--- src/hdl/ibe_pkg.sv ---
`timescale 1ns / 1ps
`default_nettype none
// ----------------------------------------------------------------------------
// ibe_pkg
// Shared types and constants of the I2C master bit engine.
// ----------------------------------------------------------------------------
package ibe_pkg;

  localparam int DIVIDER_BITS_DEF = 8;
  localparam int SCAN_END_DEF     = 127;
  localparam int QDEPTH           = 2;
  localparam logic [7:0] HALF_PERIOD_RST = 8'd4;

  localparam logic [2:0] OP_START = 3'd0;
  localparam logic [2:0] OP_WRITE = 3'd1;
  localparam logic [2:0] OP_READ  = 3'd2;
  localparam logic [2:0] OP_STOP  = 3'd3;
  localparam logic [2:0] OP_SCAN  = 3'd4;

  typedef struct packed {
    logic       cmd_valid;
    logic [2:0] op;
    logic [6:0] target_address;
    logic       read_flag;
    logic [7:0] write_data;
    logic       send_ack;
    logic       sda_sample;
  } in_item_t;

  typedef struct packed {
    logic       scl_drive;
    logic       sda_drive;
    logic       busy_res;
    logic       done_res;
    logic       ack_seen;
    logic [7:0] read_byte;
    logic [6:0] scan_total;
  } out_item_t;

  typedef struct packed {
    logic       cmd_ok;
    logic [2:0] op;
    logic [6:0] target_address;
    logic       read_flag;
    logic [7:0] write_data;
    logic       send_ack;
    logic       sda_sample;
  } tick_t;

endpackage
`default_nettype wire

--- src/hdl/ibe_front.sv ---
`timescale 1ns / 1ps
`default_nettype none
// ----------------------------------------------------------------------------
// ibe_front
// Accepts ticks and classifies the offered command as runnable or not.
// ----------------------------------------------------------------------------
module ibe_front (
  input  wire              in_valid_i,
  output logic             in_stall_o,
  input  ibe_pkg::in_item_t in_data_i,
  input  wire              q_full_i,
  output logic             q_push_o,
  output ibe_pkg::tick_t   q_data_o
);

  assign in_stall_o = q_full_i;
  assign q_push_o   = in_valid_i && !q_full_i;

  always_comb begin
    q_data_o.cmd_ok         = in_data_i.cmd_valid && (in_data_i.op <= ibe_pkg::OP_SCAN);
    q_data_o.op             = in_data_i.op;
    q_data_o.target_address = in_data_i.target_address;
    q_data_o.read_flag      = in_data_i.read_flag;
    q_data_o.write_data     = in_data_i.write_data;
    q_data_o.send_ack       = in_data_i.send_ack;
    q_data_o.sda_sample     = in_data_i.sda_sample;
  end

endmodule
`default_nettype wire

--- src/hdl/ibe_queue.sv ---
`timescale 1ns / 1ps
`default_nettype none
// ----------------------------------------------------------------------------
// ibe_queue
// Short register queue between the front and the bus sequencer.
// ----------------------------------------------------------------------------
module ibe_queue (
  input  wire             clk_i,
  input  wire             rst_ni,
  input  wire             push_i,
  input  ibe_pkg::tick_t  push_data_i,
  output logic            full_o,
  input  wire             pop_i,
  output logic            empty_o,
  output ibe_pkg::tick_t  pop_data_o
);

  localparam int PTR_W = (ibe_pkg::QDEPTH > 1) ? $clog2(ibe_pkg::QDEPTH) : 1;
  localparam int CNT_W = $clog2(ibe_pkg::QDEPTH + 1);
  localparam logic [PTR_W-1:0] PTR_LAST = PTR_W'(ibe_pkg::QDEPTH - 1);
  localparam logic [CNT_W-1:0] CNT_FULL = CNT_W'(ibe_pkg::QDEPTH);

  ibe_pkg::tick_t   mem_q [ibe_pkg::QDEPTH];
  logic [PTR_W-1:0] wr_ptr_q, wr_ptr_d;
  logic [PTR_W-1:0] rd_ptr_q, rd_ptr_d;
  logic [CNT_W-1:0] cnt_q, cnt_d;
  logic             do_push, do_pop;

  assign full_o     = (cnt_q == CNT_FULL);
  assign empty_o    = (cnt_q == '0);
  assign do_push    = push_i && !full_o;
  assign do_pop     = pop_i && !empty_o;
  assign pop_data_o = mem_q[rd_ptr_q];

  always_comb begin
    wr_ptr_d = wr_ptr_q;
    rd_ptr_d = rd_ptr_q;
    cnt_d    = cnt_q;
    if (do_push) begin
      wr_ptr_d = (wr_ptr_q == PTR_LAST) ? '0 : PTR_W'(wr_ptr_q + 1'b1);
    end
    if (do_pop) begin
      rd_ptr_d = (rd_ptr_q == PTR_LAST) ? '0 : PTR_W'(rd_ptr_q + 1'b1);
    end
    if (do_push && !do_pop) begin
      cnt_d = CNT_W'(cnt_q + 1'b1);
    end else if (do_pop && !do_push) begin
      cnt_d = CNT_W'(cnt_q - 1'b1);
    end
  end

  always_ff @(posedge clk_i or negedge rst_ni) begin
    if (!rst_ni) begin
      wr_ptr_q <= '0;
      rd_ptr_q <= '0;
      cnt_q    <= '0;
    end else begin
      wr_ptr_q <= wr_ptr_d;
      rd_ptr_q <= rd_ptr_d;
      cnt_q    <= cnt_d;
    end
  end

  always_ff @(posedge clk_i) begin
    if (do_push) begin
      mem_q[wr_ptr_q] <= push_data_i;
    end
  end

endmodule
`default_nettype wire

--- src/hdl/ibe_back.sv ---
`timescale 1ns / 1ps
`default_nettype none
// ----------------------------------------------------------------------------
// ibe_back
// Bus sequencer: runs one tick per queued transaction and registers the
// resulting line levels and status.
// ----------------------------------------------------------------------------
module ibe_back #(
  parameter int DIVIDER_BITS = ibe_pkg::DIVIDER_BITS_DEF,
  parameter int SCAN_END     = ibe_pkg::SCAN_END_DEF
) (
  input  wire               clk_i,
  input  wire               rst_ni,
  input  wire               cfg_we_i,
  input  wire  [7:0]        cfg_wdata_i,
  input  wire               q_empty_i,
  input  ibe_pkg::tick_t    q_data_i,
  output logic              q_pop_o,
  output logic              out_valid_o,
  input  wire               out_stall_i,
  output ibe_pkg::out_item_t out_data_o
);

  localparam int DW = DIVIDER_BITS;

  localparam logic [3:0] PH_IDLE      = 4'd0;
  localparam logic [3:0] PH_START_HI  = 4'd1;
  localparam logic [3:0] PH_START_SDA = 4'd2;
  localparam logic [3:0] PH_TX_LOW    = 4'd3;
  localparam logic [3:0] PH_TX_HIGH   = 4'd4;
  localparam logic [3:0] PH_RX_LOW    = 4'd5;
  localparam logic [3:0] PH_RX_HIGH   = 4'd6;
  localparam logic [3:0] PH_STOP_LOW  = 4'd7;
  localparam logic [3:0] PH_STOP_HIGH = 4'd8;

  localparam logic [6:0] SCAN_LAST = 7'(SCAN_END);

  logic [7:0]    hp_q;
  logic [3:0]    ph_q, ph_d;
  logic [3:0]    bi_q, bi_d;
  logic [7:0]    sb_q, sb_d;
  logic [DW-1:0] tc_q, tc_d;
  logic [2:0]    aop_q, aop_d;
  logic [6:0]    pa_q, pa_d;
  logic [6:0]    hits_q, hits_d;
  logic          ack_q, ack_d;
  logic          scl_q, scl_d;
  logic          sda_q, sda_d;
  logic          ackc_q, ackc_d;
  logic [7:0]    lastr_q, lastr_d;

  logic               out_valid_q;
  ibe_pkg::out_item_t out_q, res;

  logic          fire;
  logic [DW-1:0] lim;
  logic [DW-1:0] tc_inc;
  logic          tx_bit;
  logic          busy, done;
  logic          o_scl, o_sda;

  assign fire        = !q_empty_i && (!out_valid_q || !out_stall_i);
  assign q_pop_o     = fire;
  assign out_valid_o = out_valid_q;
  assign out_data_o  = out_q;

  always_comb begin
    ph_d    = ph_q;
    bi_d    = bi_q;
    sb_d    = sb_q;
    tc_d    = tc_q;
    aop_d   = aop_q;
    pa_d    = pa_q;
    hits_d  = hits_q;
    ack_d   = ack_q;
    scl_d   = scl_q;
    sda_d   = sda_q;
    ackc_d  = ackc_q;
    lastr_d = lastr_q;
    busy    = 1'b0;
    done    = 1'b0;
    tx_bit  = 1'b1;
    lim     = DW'(hp_q);
    if (lim == '0) begin
      lim = DW'(1);
    end
    tc_inc  = '0;

    if (ph_q == PH_IDLE && q_data_i.cmd_ok) begin
      aop_d = q_data_i.op;
      tc_d  = '0;
      bi_d  = '0;
      case (q_data_i.op)
        ibe_pkg::OP_START: begin
          sb_d = {q_data_i.target_address, q_data_i.read_flag};
          ph_d = PH_START_HI;
        end
        ibe_pkg::OP_WRITE: begin
          sb_d = q_data_i.write_data;
          ph_d = PH_TX_LOW;
        end
        ibe_pkg::OP_READ: begin
          sb_d   = '0;
          ackc_d = q_data_i.send_ack;
          ph_d   = PH_RX_LOW;
        end
        ibe_pkg::OP_STOP: begin
          ph_d = PH_STOP_LOW;
        end
        default: begin
          pa_d   = 7'd1;
          hits_d = '0;
          sb_d   = 8'd2;
          ph_d   = PH_START_HI;
        end
      endcase
    end

    if (!bi_d[3]) begin
      tx_bit = sb_d[~bi_d[2:0]];
    end

    if (ph_d != PH_IDLE) begin
      busy = 1'b1;
      if (tc_d == '0) begin
        case (ph_d)
          PH_START_HI:  begin scl_d = 1'b1; sda_d = 1'b1;   end
          PH_START_SDA: begin scl_d = 1'b1; sda_d = 1'b0;   end
          PH_TX_LOW:    begin scl_d = 1'b0; sda_d = tx_bit; end
          PH_TX_HIGH:   begin scl_d = 1'b1; sda_d = tx_bit; end
          PH_RX_LOW, PH_RX_HIGH: begin
            scl_d = (ph_d == PH_RX_HIGH);
            sda_d = bi_d[3] ? !ackc_d : 1'b1;
          end
          PH_STOP_LOW:  begin scl_d = 1'b0; sda_d = 1'b0;   end
          PH_STOP_HIGH: begin scl_d = 1'b1; sda_d = 1'b0;   end
          default: ;
        endcase
      end
      o_scl  = scl_d;
      o_sda  = sda_d;
      tc_inc = DW'(tc_d + 1'b1);
      tc_d   = tc_inc;
      if (tc_inc >= lim || tc_inc == '0) begin
        tc_d = '0;
        case (ph_d)
          PH_START_HI: begin
            ph_d = PH_START_SDA;
          end
          PH_START_SDA: begin
            ph_d = PH_TX_LOW;
            bi_d = '0;
          end
          PH_TX_LOW: begin
            ph_d = PH_TX_HIGH;
          end
          PH_TX_HIGH: begin
            if (!bi_d[3]) begin
              bi_d = 4'(bi_d + 1'b1);
              ph_d = PH_TX_LOW;
            end else begin
              ack_d = !q_data_i.sda_sample;
              if (aop_d == ibe_pkg::OP_SCAN) begin
                if (ack_d) begin
                  hits_d = 7'(hits_d + 1'b1);
                end
                ph_d = PH_STOP_LOW;
              end else begin
                sda_d = 1'b1;
                done  = 1'b1;
              end
            end
          end
          PH_RX_LOW: begin
            ph_d = PH_RX_HIGH;
          end
          PH_RX_HIGH: begin
            if (!bi_d[3]) begin
              sb_d = {sb_d[6:0], q_data_i.sda_sample};
              bi_d = 4'(bi_d + 1'b1);
              ph_d = PH_RX_LOW;
            end else begin
              lastr_d = sb_d;
              scl_d   = 1'b0;
              sda_d   = 1'b1;
              done    = 1'b1;
            end
          end
          PH_STOP_LOW: begin
            ph_d = PH_STOP_HIGH;
          end
          PH_STOP_HIGH: begin
            sda_d = 1'b1;
            if (aop_d == ibe_pkg::OP_SCAN && pa_d < SCAN_LAST) begin
              pa_d = 7'(pa_d + 1'b1);
              sb_d = {pa_d, 1'b0};
              ph_d = PH_START_HI;
            end else begin
              done = 1'b1;
            end
          end
          default: begin
            done = 1'b1;
          end
        endcase
        if (done) begin
          ph_d = PH_IDLE;
        end
      end
    end else begin
      o_scl = scl_d;
      o_sda = sda_d;
    end

    res.scl_drive  = o_scl;
    res.sda_drive  = o_sda;
    res.busy_res   = busy;
    res.done_res   = done;
    res.ack_seen   = ack_d;
    res.read_byte  = lastr_d;
    res.scan_total = hits_d;
  end

  always_ff @(posedge clk_i or negedge rst_ni) begin
    if (!rst_ni) begin
      hp_q        <= ibe_pkg::HALF_PERIOD_RST;
      ph_q        <= PH_IDLE;
      bi_q        <= '0;
      sb_q        <= '0;
      tc_q        <= '0;
      aop_q       <= '0;
      pa_q        <= '0;
      hits_q      <= '0;
      ack_q       <= 1'b0;
      scl_q       <= 1'b1;
      sda_q       <= 1'b1;
      ackc_q      <= 1'b0;
      lastr_q     <= '0;
      out_valid_q <= 1'b0;
    end else begin
      if (cfg_we_i) begin
        hp_q <= cfg_wdata_i;
      end
      if (fire) begin
        ph_q    <= ph_d;
        bi_q    <= bi_d;
        sb_q    <= sb_d;
        tc_q    <= tc_d;
        aop_q   <= aop_d;
        pa_q    <= pa_d;
        hits_q  <= hits_d;
        ack_q   <= ack_d;
        scl_q   <= scl_d;
        sda_q   <= sda_d;
        ackc_q  <= ackc_d;
        lastr_q <= lastr_d;
      end
      if (fire) begin
        out_valid_q <= 1'b1;
      end else if (!out_stall_i) begin
        out_valid_q <= 1'b0;
      end
    end
  end

  always_ff @(posedge clk_i) begin
    if (fire) begin
      out_q <= res;
    end
  end

endmodule
`default_nettype wire

--- src/hdl/i2c_master_bit_engine_unit.sv ---
`timescale 1ns / 1ps
`default_nettype none
// ----------------------------------------------------------------------------
// i2c_master_bit_engine_unit
// Open-drain I2C master bit engine: one transaction per timing tick in, one
// transaction of line levels and status out.
//
//   channel  direction  handshake               payload
//   in       input      in_valid_i / in_stall_o  ibe_pkg::in_item_t
//   out      output     out_valid_o / out_stall_i ibe_pkg::out_item_t
//   cfg      input      cfg_we_i                cfg_wdata_i (half period)
//
// One tick per clock cycle sustained while the output is not stalled. The
// sequencer update of one tick is combinational; a two-entry queue
// decouples the front from the sequencer and the output register.
// Reset clears the queue, the sequencer to idle with both lines released
// and the half period to 4. A stalled output holds its transaction; the
// input stalls only when the queue fills.
// ----------------------------------------------------------------------------
module i2c_master_bit_engine_unit #(
  parameter int DIVIDER_BITS = ibe_pkg::DIVIDER_BITS_DEF,
  parameter int SCAN_END     = ibe_pkg::SCAN_END_DEF
) (
  input  wire                clk_i,
  input  wire                rst_ni,
  input  wire                in_valid_i,
  output logic               in_stall_o,
  input  ibe_pkg::in_item_t  in_data_i,
  output logic               out_valid_o,
  input  wire                out_stall_i,
  output ibe_pkg::out_item_t out_data_o,
  input  wire                cfg_we_i,
  input  wire  [7:0]         cfg_wdata_i
);

  logic           q_full, q_empty, q_push, q_pop;
  ibe_pkg::tick_t q_wdata, q_rdata;

  ibe_front u_front (
    .in_valid_i (in_valid_i),
    .in_stall_o (in_stall_o),
    .in_data_i  (in_data_i),
    .q_full_i   (q_full),
    .q_push_o   (q_push),
    .q_data_o   (q_wdata)
  );

  ibe_queue u_queue (
    .clk_i       (clk_i),
    .rst_ni      (rst_ni),
    .push_i      (q_push),
    .push_data_i (q_wdata),
    .full_o      (q_full),
    .pop_i       (q_pop),
    .empty_o     (q_empty),
    .pop_data_o  (q_rdata)
  );

  ibe_back #(
    .DIVIDER_BITS (DIVIDER_BITS),
    .SCAN_END     (SCAN_END)
  ) u_back (
    .clk_i       (clk_i),
    .rst_ni      (rst_ni),
    .cfg_we_i    (cfg_we_i),
    .cfg_wdata_i (cfg_wdata_i),
    .q_empty_i   (q_empty),
    .q_data_i    (q_rdata),
    .q_pop_o     (q_pop),
    .out_valid_o (out_valid_o),
    .out_stall_i (out_stall_i),
    .out_data_o  (out_data_o)
  );

endmodule
`default_nettype wire

--- config.mk ---
export PLATFORM = sky130hd
export DESIGN_NAME = i2c_master_bit_engine_unit
export DESIGN_NICKNAME = d
export VERILOG_FILES = /design/src/hdl/ibe_pkg.sv /design/src/hdl/ibe_front.sv /design/src/hdl/ibe_queue.sv /design/src/hdl/ibe_back.sv /design/src/hdl/i2c_master_bit_engine_unit.sv
export SDC_FILE = /design/constraint.sdc
export NUM_CORES = 1
export LEC_CHECK = 0
export BUFFER_PORTS_ARGS = -buffer_cell sky130_fd_sc_hd__buf_2
export CORE_MARGIN = 1.5
export CORE_UTILIZATION = 65
export CTS_CLUSTER_DIAMETER = 200
export DETAILED_ROUTE_END_ITERATION = 8
export GPL_TIMING_DRIVEN = 0
export PLACE_DENSITY_LB_ADDON = 0.08
export SYNTH_ARGS = -nofsm -noshare
export SYNTH_HDL_FRONTEND = slang
export SYNTH_SLANG_ARGS = --single-unit
export TNS_END_PERCENT = 30
--- constraint.sdc ---
create_clock -name clk_i -period 13.65 [get_ports clk_i]
set_input_delay 2.73 -clock clk_i [delete_from_list [all_inputs] [get_ports clk_i]]
set_output_delay 2.73 -clock clk_i [all_outputs]
set_load 0.01 [all_outputs]
==> flow_metrics.tcl, run 1 <==
set metrics [dict create \
    root_buffer "clkbuf_8" \
    cts-resized-gates 0 \
    finalNetCount 783 \
    row_count 37 \
    syn-num-nets 707 \
    setup_tns_ps 0 \
    vias 5940 \
    start_util 0.673 \
    cts_num_sinks 130 \
    first_global_vias 5888 \
    cp.arrival_ps 5930 \
    chipWidth_um 106 \
    ys_seq_area_frac 0.515 \
    hold_path_class "reg2reg" \
    fin_total_pwr_mw 1.69 \
    cts.clk_slew.worst_paths_ps 60 \
    startpoint_type "flop" \
    yosysUniqueCellTypes 78 \
    endpoint_kind "flop" \
    drtIter0Drc 681 \
    synth_flop_cell "edfxtp_1" \
    grt_use_total 0.362 \
    dpl.cell_count 851 \
    yosysTopAreaCellShare 0.277 \
    status "finished clean" \
    worstSkewPairLatency_ps 540 \
    vias_per_cell 6.73 \
    finalHoldViolations 0 \
    synth_edf_count 64 \
    numPortBuffers 56 \
    multi_input_area_um2 3140 \
    postCtsHoldBufs 0 \
    ant_nets 0 \
    overflow 0 \
    syn_area_um2 6940 \
    p_per_area_nw_per_um2 211 \
    tritoncts "done" \
    synth_cells 658 \
    ir_worst_vdd_mv 0.147 \
    grt-busiest-layer "met2" \
    synthToLayoutAreaGrowth_pct 15.0 \
    grt_pass1_wl_um 30600 \
    clock_skew_ps 10.6 \
    worstSetupPathType "reg2reg" \
    cts_buffers 17 \
    rsz0062_at_grt "no" \
    r2r_slack_ps 8000 \
    relSlewSlack 0.242 \
    synth-seq-cells 130 \
    crit_fanout 10 \
    die_area_um2 11300 \
    regArea_um2 3580 \
    core_area_um2 10300 \
    tightest_slew_ps 1130 \
    drc 0 \
    ys_async_sr_fraction 0.508 \
    grtUsageMet3 0.0815 \
    antenna_cells 0 \
    ctsLongestPathBuffers 2 \
    dr.pass1.iters 7 \
    fmax_mhz 177 \
    use_met1 0.443 \
    postCtsSetupBuffers 0 \
    grt_start_max_net_pins 67 \
    met2_usage 0.598 \
    cap_violations 0 \
    ios 57 \
    fin_crit_sh 0.414 \
    die_h_um 106 \
    yosysTopAreaCell "edfxtp_1" \
    wl_per_cell_um 22.0 \
    finalMaxSlewViolations 0 \
    min_period_ps 5650 \
    required_ps 13930 \
    htreeDepth 4 \
    drive_gt1_frac 0.199 \
    wl_um 19400 \
    power_leakage_nw 3.28 \
    gp_congestion 0.949 \
    setup_viol 0 \
    synthTopCellsByArea "edfxtp_1, dfrtp_1, nand2_1" \
    syn_area_per_cell_um2 10.6 \
    yosysWarningCount 0 \
    antenna_found_initial 0 \
    dp_hpwl_um 12900 \
    fin_cells 883 \
    nFillCells 681 \
]
==> critical path: stages (launching register included) <==
cell and delay (ps):
dfrtp_1 460, mux2_2 430, nand2_1 170, clkbuf_1 440, buf_1 500, nand2_1 160
inv_1 140, ha_1 300, nand3_1 130, xor2_1 220, nor2_1 80, ha_1 350
o2111ai_1 110, o21ai_0 230, a21o_1 200, clkbuf_1 510, o21ai_2 240, nor3_1 330
mux2_2 380
==> flip-flops by register name, indices dropped and copies added, names as in the netlist, 4 cells and up <==
| register | flops |
|---|---|
| u_queue.mem_q | 44 |
| u_back.out_data_o | 20 |
| u_back.hp_q | 8 |
| u_back.lastr_q | 8 |
| u_back.sb_q | 8 |
| u_back.tc_q | 8 |
| u_back.hits_q | 7 |
| u_back.pa_q | 7 |
| u_back.bi_q | 4 |
| u_back.ph_q | 4 |
==> area by class of cell <==
cell class | instances | share of cell area
Sequential cell | 130 | 0.448
Multi-Input combinational cell | 472 | 0.393
Clock buffer | 21 | 0.0550
Timing Repair Buffer | 57 | 0.0373
Tap cell | 136 | 0.0213
Buffer | 37 | 0.0202
Clock inverter | 11 | 0.0166
Inverter | 19 | 0.00893
==> cell usage after synthesis (4+ instances only) <==
library cell / instances
o21ai_0: 34
o21ai_1: 5
mux2_2: 22
nand3_1: 34
o211ai_1: 4
edfxtp_1: 64
a211oi_1: 9
buf_2: 11
dfrtp_1: 63
inv_1: 18
nor3_1: 16
nand2_1: 74
nor2b_1: 7
a21oi_1: 21
nor2_1: 53
nand2b_1: 6
and2_1: 7
o31ai_1: 6
a22oi_1: 8
xor2_1: 10
a22o_1: 10
a21o_1: 9
o22ai_1: 4
xnor2_1: 11
mux2i_1: 15
ha_1: 14
o32ai_1: 5
clkbuf_1: 22
nor4_1: 4
nand4_1: 10
==> power breakdown <==
part	internal [mW]	switching, mW
sequential	0.523	0.0580
clock	0.266	0.172
combinational	0.221	0.447
total	1.01	0.676
==> cells by family (layout without fill, tap and decap cells) <==
kind of cell / count (synthesis) / count (layout) / synth area share
and+or+nand+nor: 234 / 234 / 0.163
AOI/OAI and AO/OA: 161 / 161 / 0.166
DFF: 130 / 130 / 0.515
buffers and inverters: 56 / 145 / 0.0333
muxes: 42 / 42 / 0.0708
xor gates and xnor gates: 21 / 21 / 0.0265
adders and majority gates: 14 / 14 / 0.0252
==> final timing paths <==
| path | startpoint | end | cells past startpoint |
|---|---|---|---|
| hold / removal | u_back.scl_q | u_back.scl_q | 2 |
| setup reg to reg | u_queue.rd_ptr_q | u_back.out_data_o[15] | 18 |
| setup / recovery | u_queue.rd_ptr_q | u_back.out_data_o[15] | 18 |
| max in group asynchronous | rst_ni | u_queue.cnt_q[1] | 1 |
| min in group asynchronous | rst_ni | u_back.hits_q[2] | 1 |
| hold reg to reg | u_back.scl_q | u_back.scl_q | 2 |
==> cell usage in the layout (no fill, tap or decap), types with 4 or more instances in the layout <==
cell type  count
a211oi_1       9
a21o_1         9
a21oi_1       21
a22o_1        10
a22oi_1        8
and2_1         7
buf_2         66
clkbuf_1      24
clkbuf_16     16
clkinv_4       6
dfrtp_1       63
edfxtp_1      64
ha_1          14
inv_1         18
mux2_2        22
mux2i_1       15
nand2_1       74
nand2b_1       6
nand3_1       34
nand4_1       10
nor2_1        52
nor2b_1        7
nor3_1        16
nor4_1         4
o211ai_1       4
o21ai_0       34
o21ai_1        5
o22ai_1        4
o31ai_1        6
o32ai_1        5
xnor2_1       11
xor2_1        10
==> per-layer routing <==
layer	share of wire	wire length [um]
met3	0.088	1700
met1	0.38	7280
met4	0.041	792
met2	0.50	9620
met5	0	0
==> per-stage QoR <==
stage	instance area, um2	hold slack [ps]	util	setup slack (ps)
after CTS	7990	488	0.774	8080
after global routing	7990	517	0.774	7730
after global placement	7390	464	0.716	8050
after floorplan	6940	454	-	9330
after detailed placement	7410	479	0.718	8080
final	7990	490	0.774	8000
Power figures use the tool's default switching activity.
==> inputs of run 2 (changes only) <==
--- a/config.mk
+++ b/config.mk
@@ -5,9 +5,10 @@
 export SDC_FILE = /design/constraint.sdc
 export NUM_CORES = 1
 export LEC_CHECK = 0
+export ABC_AREA = 1
 export BUFFER_PORTS_ARGS = -buffer_cell sky130_fd_sc_hd__buf_2
 export CORE_MARGIN = 1.5
-export CORE_UTILIZATION = 65
+export CORE_UTILIZATION = 61
 export CTS_CLUSTER_DIAMETER = 200
 export DETAILED_ROUTE_END_ITERATION = 8
 export GPL_TIMING_DRIVEN = 0
==> constraint.sdc (replaced) <==
create_clock -name clk_i -period 5.7 [get_ports clk_i]
set_input_delay 1.14 -clock clk_i [delete_from_list [all_inputs] [get_ports clk_i]]
set_output_delay 1.14 -clock clk_i [all_outputs]
set_load 0.01 [all_outputs]
==> run 2 against run 1 <==
  * Via count up 9.8%
  * Synthesized area is 7.4% higher
  * Global-route usage shrank 6.7 points
  * Sequential cell count stayed put
  * Power rose to 2.9 times the previous value
  * Largest cell class unchanged
  * Largest power group unchanged
==> flow_metrics.tcl, run 2 <==
set metrics [dict create \
    crit_path_frequent_cell "nand2_1" \
    vias 6521 \
    drtIter0Drc 611 \
    synth_flop_cell "edfxtp_1" \
    cts.clk_slew.worst_paths_ps 60 \
    yosysTopAreaCell "edfxtp_1" \
    finalMaxSlewViolations 0 \
    setup_ws_ps 1530 \
    reg2regPathDepth 24 \
    worstSetupPathType "reg2reg" \
    crit_fanout 10 \
    yosysTopAreaCellShare 0.258 \
    ios 57 \
    ant_nets 0 \
    overflow 0 \
    netSwitchingPower_mw 2.33 \
    synth_cells 939 \
    hold_path_class "reg2reg" \
    ctsLongestPathBuffers 2 \
    fin_crit_sh 0.732 \
    yosysWarningCount 0 \
    first_global_vias 6016 \
    r2r-start "u_back.ph_q[3]" \
    ys_seq_area_frac 0.480 \
    numPortBuffers 56 \
    ir_worst_vdd_mv 0.431 \
    min-delay-start "u_back.lastr_q[7]" \
    fin_total_pwr_mw 4.94 \
    startpoint "u_back.ph_q[3]" \
    endpoint_kind "flop" \
    chipWidth_um 114 \
    synth_edf_count 64 \
    dp_worst_setup_slack_ps 1580 \
    p_clk_frac 0.209 \
    finalHoldViolations 0 \
    setup_viol 0 \
    worst-path-buf-inv 7 \
    r2r_slack_ps 1530 \
    power_leakage_nw 4.04 \
    fin_cells 1176 \
    synthToLayoutAreaGrowth_pct 14.2 \
    worstSetupPathDepth 24 \
    tightest_slew_ps 880 \
    power_frac_seq 0.289 \
    setup_tns_ps 0 \
    cp.arrival_ps 4530 \
    htreeDepth 4 \
    drc 0 \
    wl_per_cell_um 15.4 \
    dp_hpwl_um 12900 \
    r2r_end "u_back.lastr_q[3]" \
    tritoncts "done" \
    fin_util 0.712 \
    finalNetCount 1065 \
    wl_um 18100 \
    yosysUniqueCellTypes 50 \
    switching_share 0.471 \
    status "finished clean" \
    p_int_mw 2.61 \
    worstSkewPairLatency_ps 420 \
    min_period_ps 4170 \
    syn-num-nets 988 \
    cap_violations 0 \
    synthMostInstantiatedCell "nand2_1" \
    dr.pass1.iters 5 \
    postCtsSetupBuffers 0 \
    fmax_mhz 240 \
    cts_num_sinks 130 \
    p_per_area_nw_per_um2 580 \
    combPwrFrac 0.501 \
    slowest_stage "dfrtp_1" \
    top_register "u_queue.mem_q" \
    syn_area_um2 7460 \
    dpl.cell_count 1144 \
    root_buffer "clkbuf_16" \
    die_area_um2 12900 \
    start_util 0.623 \
    core_area_um2 12000 \
    grt_pass1_wl_um 29200 \
    row_count 40 \
    antenna_cells 0 \
    final_cell_mix "nand2_1, inv_1, edfxtp_1" \
    final_common_cell "nand2_1" \
    cts_buffers 17 \
    required_ps 6060 \
    rsz0062_at_grt "no" \
    cts-resized-gates 0 \
    postCtsHoldBufs 0 \
    synthTopCellsByArea "edfxtp_1, dfrtp_1, nand2_1" \
    startpoint_type "flop" \
    clock_skew_ps 10.8 \
    grt_use_total 0.295 \
    antenna_found_initial 0 \
    drive_gt1_frac 0.159 \
    syn_area_per_cell_um2 7.94 \
    largest_register_ffs 44 \
    relSlewSlack 0.414 \
    die_h_um 114 \
    synth-seq-cells 130 \
    gp_congestion 0.976 \
    vias_per_cell 5.55 \
    synthTopCellsByCount "nand2_1, inv_1, edfxtp_1, dfrtp_1, nand3_1" \
    grt_start_max_net_pins 67 \
    ys_async_sr_fraction 0.508 \
    cp_cell_sequence "inv_4 -> nand2_2 -> nor2_4 -> nand2_4 -> buf_6 -> clkbuf_1 -> nand2_1 -> inv_1 -> ha_1 -> nand4_1 -> xor2_1 -> ha_1 -> nand4_1 -> o221ai_1 -> nor2_1 -> nand2_4 -> inv_4 -> nor2_8 -> inv_4 -> buf_6 -> nand2_1 -> o21ai_2 -> nand2_1 -> nand2_1" \
    worstSetupEndpoint "u_back.lastr_q[3]" \
    crit_path_max_incr_delay_ps 460 \
    crit_family "simple AND/OR/NAND/NOR gates" \
]
[run 2: routing by layer]
metal  global-route usage  wire (um)
met1                0.390       8020
met2                0.467       8270
met3               0.0638       1180
met4                0.137        606
met5                    0          0
[run 2: kinds of logic (layout without fill, tap and decap cells)]
family | count (synthesis) | count (layout) | synth area share
AOI/OAI and AO/OA | 119 | 119 | 0.0943
xor gates and xnor gates | 10 | 10 | 0.0128
adders and majority gates | 14 | 14 | 0.0235
buffers and inverters | 136 | 226 | 0.0752
DFF | 130 | 130 | 0.480
and+or+nand+nor | 530 | 530 | 0.314
[run 2: per-stage QoR]
step / instance area (um2) / hold slack, ps
finish: 8510 / 480
global route: 8510 / 504
CTS: 8510 / 484
detailed placement: 7960 / 465
global placement: 7920 / 463
floorplan: 7460 / 448
[run 2: worst min path at each step]
| stage | to | slack, ps | cells past startpoint |
|---|---|---|---|
| after floorplan | u_back.ackc_q | 450 | 2 |
| after global placement | u_back.lastr_q[4] | 460 | 2 |
| after detailed placement | u_back.lastr_q[0] | 470 | 2 |
| after CTS | u_back.lastr_q[4] | 480 | 2 |
| after global routing | u_back.hits_q[6] | 500 | 2 |
| final | u_back.lastr_q[7] | 480 | 2 |
[run 2: final cells by class]
| type | count | area, um2 |
|---|---|---|
| repair buffers | 58 | 313 |
| inverters | 108 | 414 |
| clock inverters | 14 | 128 |
| flip-flops and latches | 130 | 3580 |
| clock buffers | 18 | 429 |
| well taps | 147 | 184 |
| multi-input cells | 673 | 3320 |
| fillers | 970 | 3450 |
| plain buffers | 28 | 146 |
[run 2: worst min-delay path: cells and delay by family, from the launching register on]
kind	cells	cell delay [ps]
DFF	1	340
and+or+nand+nor	2	110
[run 2: power groups by stage]
stage	clock network [mW]	logic (mW)	registers [mW]
after global routing	1.09	2.73	1.45
after floorplan	0	1.71	1.45
after global placement	0	2.38	1.44
after CTS	1.04	2.44	1.43
after detailed placement	0	2.42	1.44
final	1.03	2.47	1.43
==> inputs of run 3 (changes only) <==
--- a/config.mk
+++ b/config.mk
@@ -8,7 +8,7 @@
 export ABC_AREA = 1
 export BUFFER_PORTS_ARGS = -buffer_cell sky130_fd_sc_hd__buf_2
 export CORE_MARGIN = 1.5
-export CORE_UTILIZATION = 61
+export CORE_UTILIZATION = 55
 export CTS_CLUSTER_DIAMETER = 200
 export DETAILED_ROUTE_END_ITERATION = 8
 export GPL_TIMING_DRIVEN = 0
==> constraint.sdc (replaced) <==
create_clock -name clk_i -period 3.7 [get_ports clk_i]
set_input_delay 0.74 -clock clk_i [delete_from_list [all_inputs] [get_ports clk_i]]
set_output_delay 0.74 -clock clk_i [all_outputs]
set_load 0.01 [all_outputs]
==> run 3 against run 2 <==
  * Hold slack lost 240 ps
  * Largest power group unchanged
  * Power up 55%
  * Die area rose by 11%
  * Critical path depth fell by 1
  * Via count is 1.7% lower
==> flow_metrics.tcl, run 3 (synthesis gave the netlist of run 2 again) <==
set metrics [dict create \
    cts_num_sinks 130 \
    final_common_cell "nand2_1" \
    ant_nets 0 \
    htreeDepth 4 \
    met2_usage 0.443 \
    crit_path_frequent_cell "nand2_1" \
    fin_total_pwr_mw 7.65 \
    overflow 0 \
    die_area_um2 14300 \
    worst-path-buf-inv 6 \
    grt_start_max_net_pins 39 \
    dpl.cell_count 1174 \
    hold_path_class "in2async" \
    min_period_ps 3490 \
    cp.arrival_ps 3850 \
    status "finished clean" \
    relSlewSlack 0.488 \
    antenna_found_initial 0 \
    drc 0 \
    crit_fanout 19 \
    r2r_slack_ps 210 \
    numPortBuffers 56 \
    largest_register_ffs 44 \
    ir_worst_vdd_mv 0.540 \
    rsz0062_at_grt "no" \
    use_met1 0.369 \
    core_area_um2 13200 \
    combPwrFrac 0.503 \
    finalHoldViolations 0 \
    postCtsHoldBufs 0 \
    p_per_area_nw_per_um2 890 \
    power_frac_seq 0.287 \
    dp_hpwl_um 13200 \
    ios 57 \
    cts_buffers 17 \
    cts.clk_slew.worst_paths_ps 60 \
    fmax_mhz 287 \
    finalNetCount 1065 \
    cp_cell_sequence "buf_6 -> nand2_1 -> o21ai_2 -> nand2_4 -> buf_12 -> nand2_1 -> inv_1 -> ha_2 -> nand4_1 -> xor2_2 -> ha_1 -> nand4_1 -> o221ai_1 -> nor2_2 -> nand2_4 -> inv_4 -> nor2_8 -> inv_4 -> buf_6 -> nand2_1 -> o21ai_2 -> nand2_1 -> nand2_1" \
    root_buffer "clkbuf_16" \
    die_h_um 119 \
    required_ps 4070 \
    fin_crit_sh 0.943 \
    gp_congestion 0.957 \
    worstSkewPairLatency_ps 430 \
    power_leakage_nw 4.06 \
    cap_violations 0 \
    drtIter0Drc 461 \
    chipWidth_um 119 \
    tightest_slew_ps 768 \
    crit_family "simple AND/OR/NAND/NOR gates" \
    fin_util 0.649 \
    netSwitchingPower_mw 3.60 \
    grt_pass1_wl_um 30600 \
    first_global_vias 6198 \
    ctsLongestPathBuffers 2 \
    vias_per_cell 5.32 \
    dr.pass1.iters 5 \
    endpoint_kind "flop" \
    wl_um 18300 \
    r2r_end "u_back.lastr_q[7]" \
    switching_share 0.471 \
    crit_path_max_incr_delay_ps 370 \
    grt-busiest-layer "met2" \
    finalMaxSlewViolations 0 \
    startpoint_type "flop" \
    final_cell_mix "nand2_1, inv_1, edfxtp_1" \
    setup_viol 0 \
    grtUsageMet3 0.0618 \
    grt_use_total 0.280 \
    p_int_mw 4.05 \
    fin_cells 1205 \
    synthToLayoutAreaGrowth_pct 15.3 \
    worstSetupPathType "reg2reg" \
    top_register "u_queue.mem_q" \
    drive_gt1_frac 0.165 \
    reg2regPathDepth 23 \
    start_util 0.563 \
    r2r-start "u_queue.rd_ptr_q" \
    slowest_stage "dfrtp_1" \
    tritoncts "done" \
    p_clk_frac 0.210 \
    clock_skew_ps 7.37 \
    wl_per_cell_um 15.2 \
    vias 6407 \
    row_count 42 \
    antenna_cells 0 \
]
==> run 3: changes by cell type in the layout (fill, tap and decap cells not counted), sizes merged <==
| cell | previous run | this run |
|---|---|---|
| buf | 71 | 72 |
| clkbuf | 33 | 32 |
| clkinv | 7 | 8 |
| clkinvlp | 2 | 1 |
==> run 3: power by group through the flow <==
stage	sequential, mW	clock, mW	combinational (mW)
floorplan	2.23	0	2.63
global placement	2.21	0	3.70
detailed placement	2.22	0	3.76
CTS	2.19	1.62	3.78
global route	2.24	1.68	4.28
finish	2.20	1.61	3.84
==> run 3: how the worst max path moves through the flow <==
stage                           from  cells after the start                   end
floorplan           u_queue.rd_ptr_q                     22  u_back.out_data_o[5]
global placement      u_back.ph_q[3]                     24     u_back.lastr_q[5]
detailed placement    u_back.ph_q[3]                     24     u_back.lastr_q[5]
CTS                   u_back.ph_q[3]                     23     u_back.lastr_q[7]
global route        u_queue.rd_ptr_q                     23     u_back.lastr_q[3]
finish              u_queue.rd_ptr_q                     23     u_back.lastr_q[7]
==> run 3: through the flow <==
| step | setup TNS [ps] | worst slack (ps) | hold slack, ps | instance area [um2] |
|---|---|---|---|---|
| 2_1_floorplan | 0 | 320 | 444 | 7460 |
| 3_3_place_gp | -15520 | -369 | 464 | 7960 |
| 3_5_place_dp | -16970 | -390 | 470 | 8010 |
| 4_1_cts | 0 | 25.0 | 258 | 8570 |
| 5_1_grt | 0 | 18.0 | 269 | 8590 |
| 6_report | 0 | 212 | 240 | 8590 |
==> run 3: final cells by class <==
| type | instances | area (um2) |
|---|---|---|
| clock buffers | 18 | 429 |
| inverters | 108 | 414 |
| well taps | 176 | 220 |
| plain buffers | 27 | 155 |
| flip-flops and latches | 130 | 3580 |
| repair buffers | 59 | 333 |
| multi-input cells | 673 | 3340 |
| clock inverters | 14 | 129 |
| fillers | 1192 | 4650 |
==> run 3: layer usage <==
metal | vias up | part of all wire
met5 | - | 0
met4 | 0 | 0.032
met3 | 39 | 0.069
met2 | 232 | 0.46
met1 | 2918 | 0.44
li1 | 3218 | -
==> run 3: timing repair <==
item	CTS	global route
buffers inserted	0	0
pin swaps	0	0
endpoints found under the setup margin	66	54
gates resized for setup	0	7
==> run 3: worst reg2reg max path, stage by stage (launching register included) <==
cell and delay [ps]:
dfrtp_1 370, buf_6 140, nand2_1 70, o21ai_2 70
nand2_4 140, buf_12 190, nand2_1 90, inv_1 80
ha_2 230, nand4_1 170, xor2_2 210, ha_1 300
nand4_1 90, o221ai_1 140, nor2_2 180, nand2_4 130
inv_4 180, nor2_8 50, inv_4 100, buf_6 170
nand2_1 90, o21ai_2 70, nand2_1 80, nand2_1 90
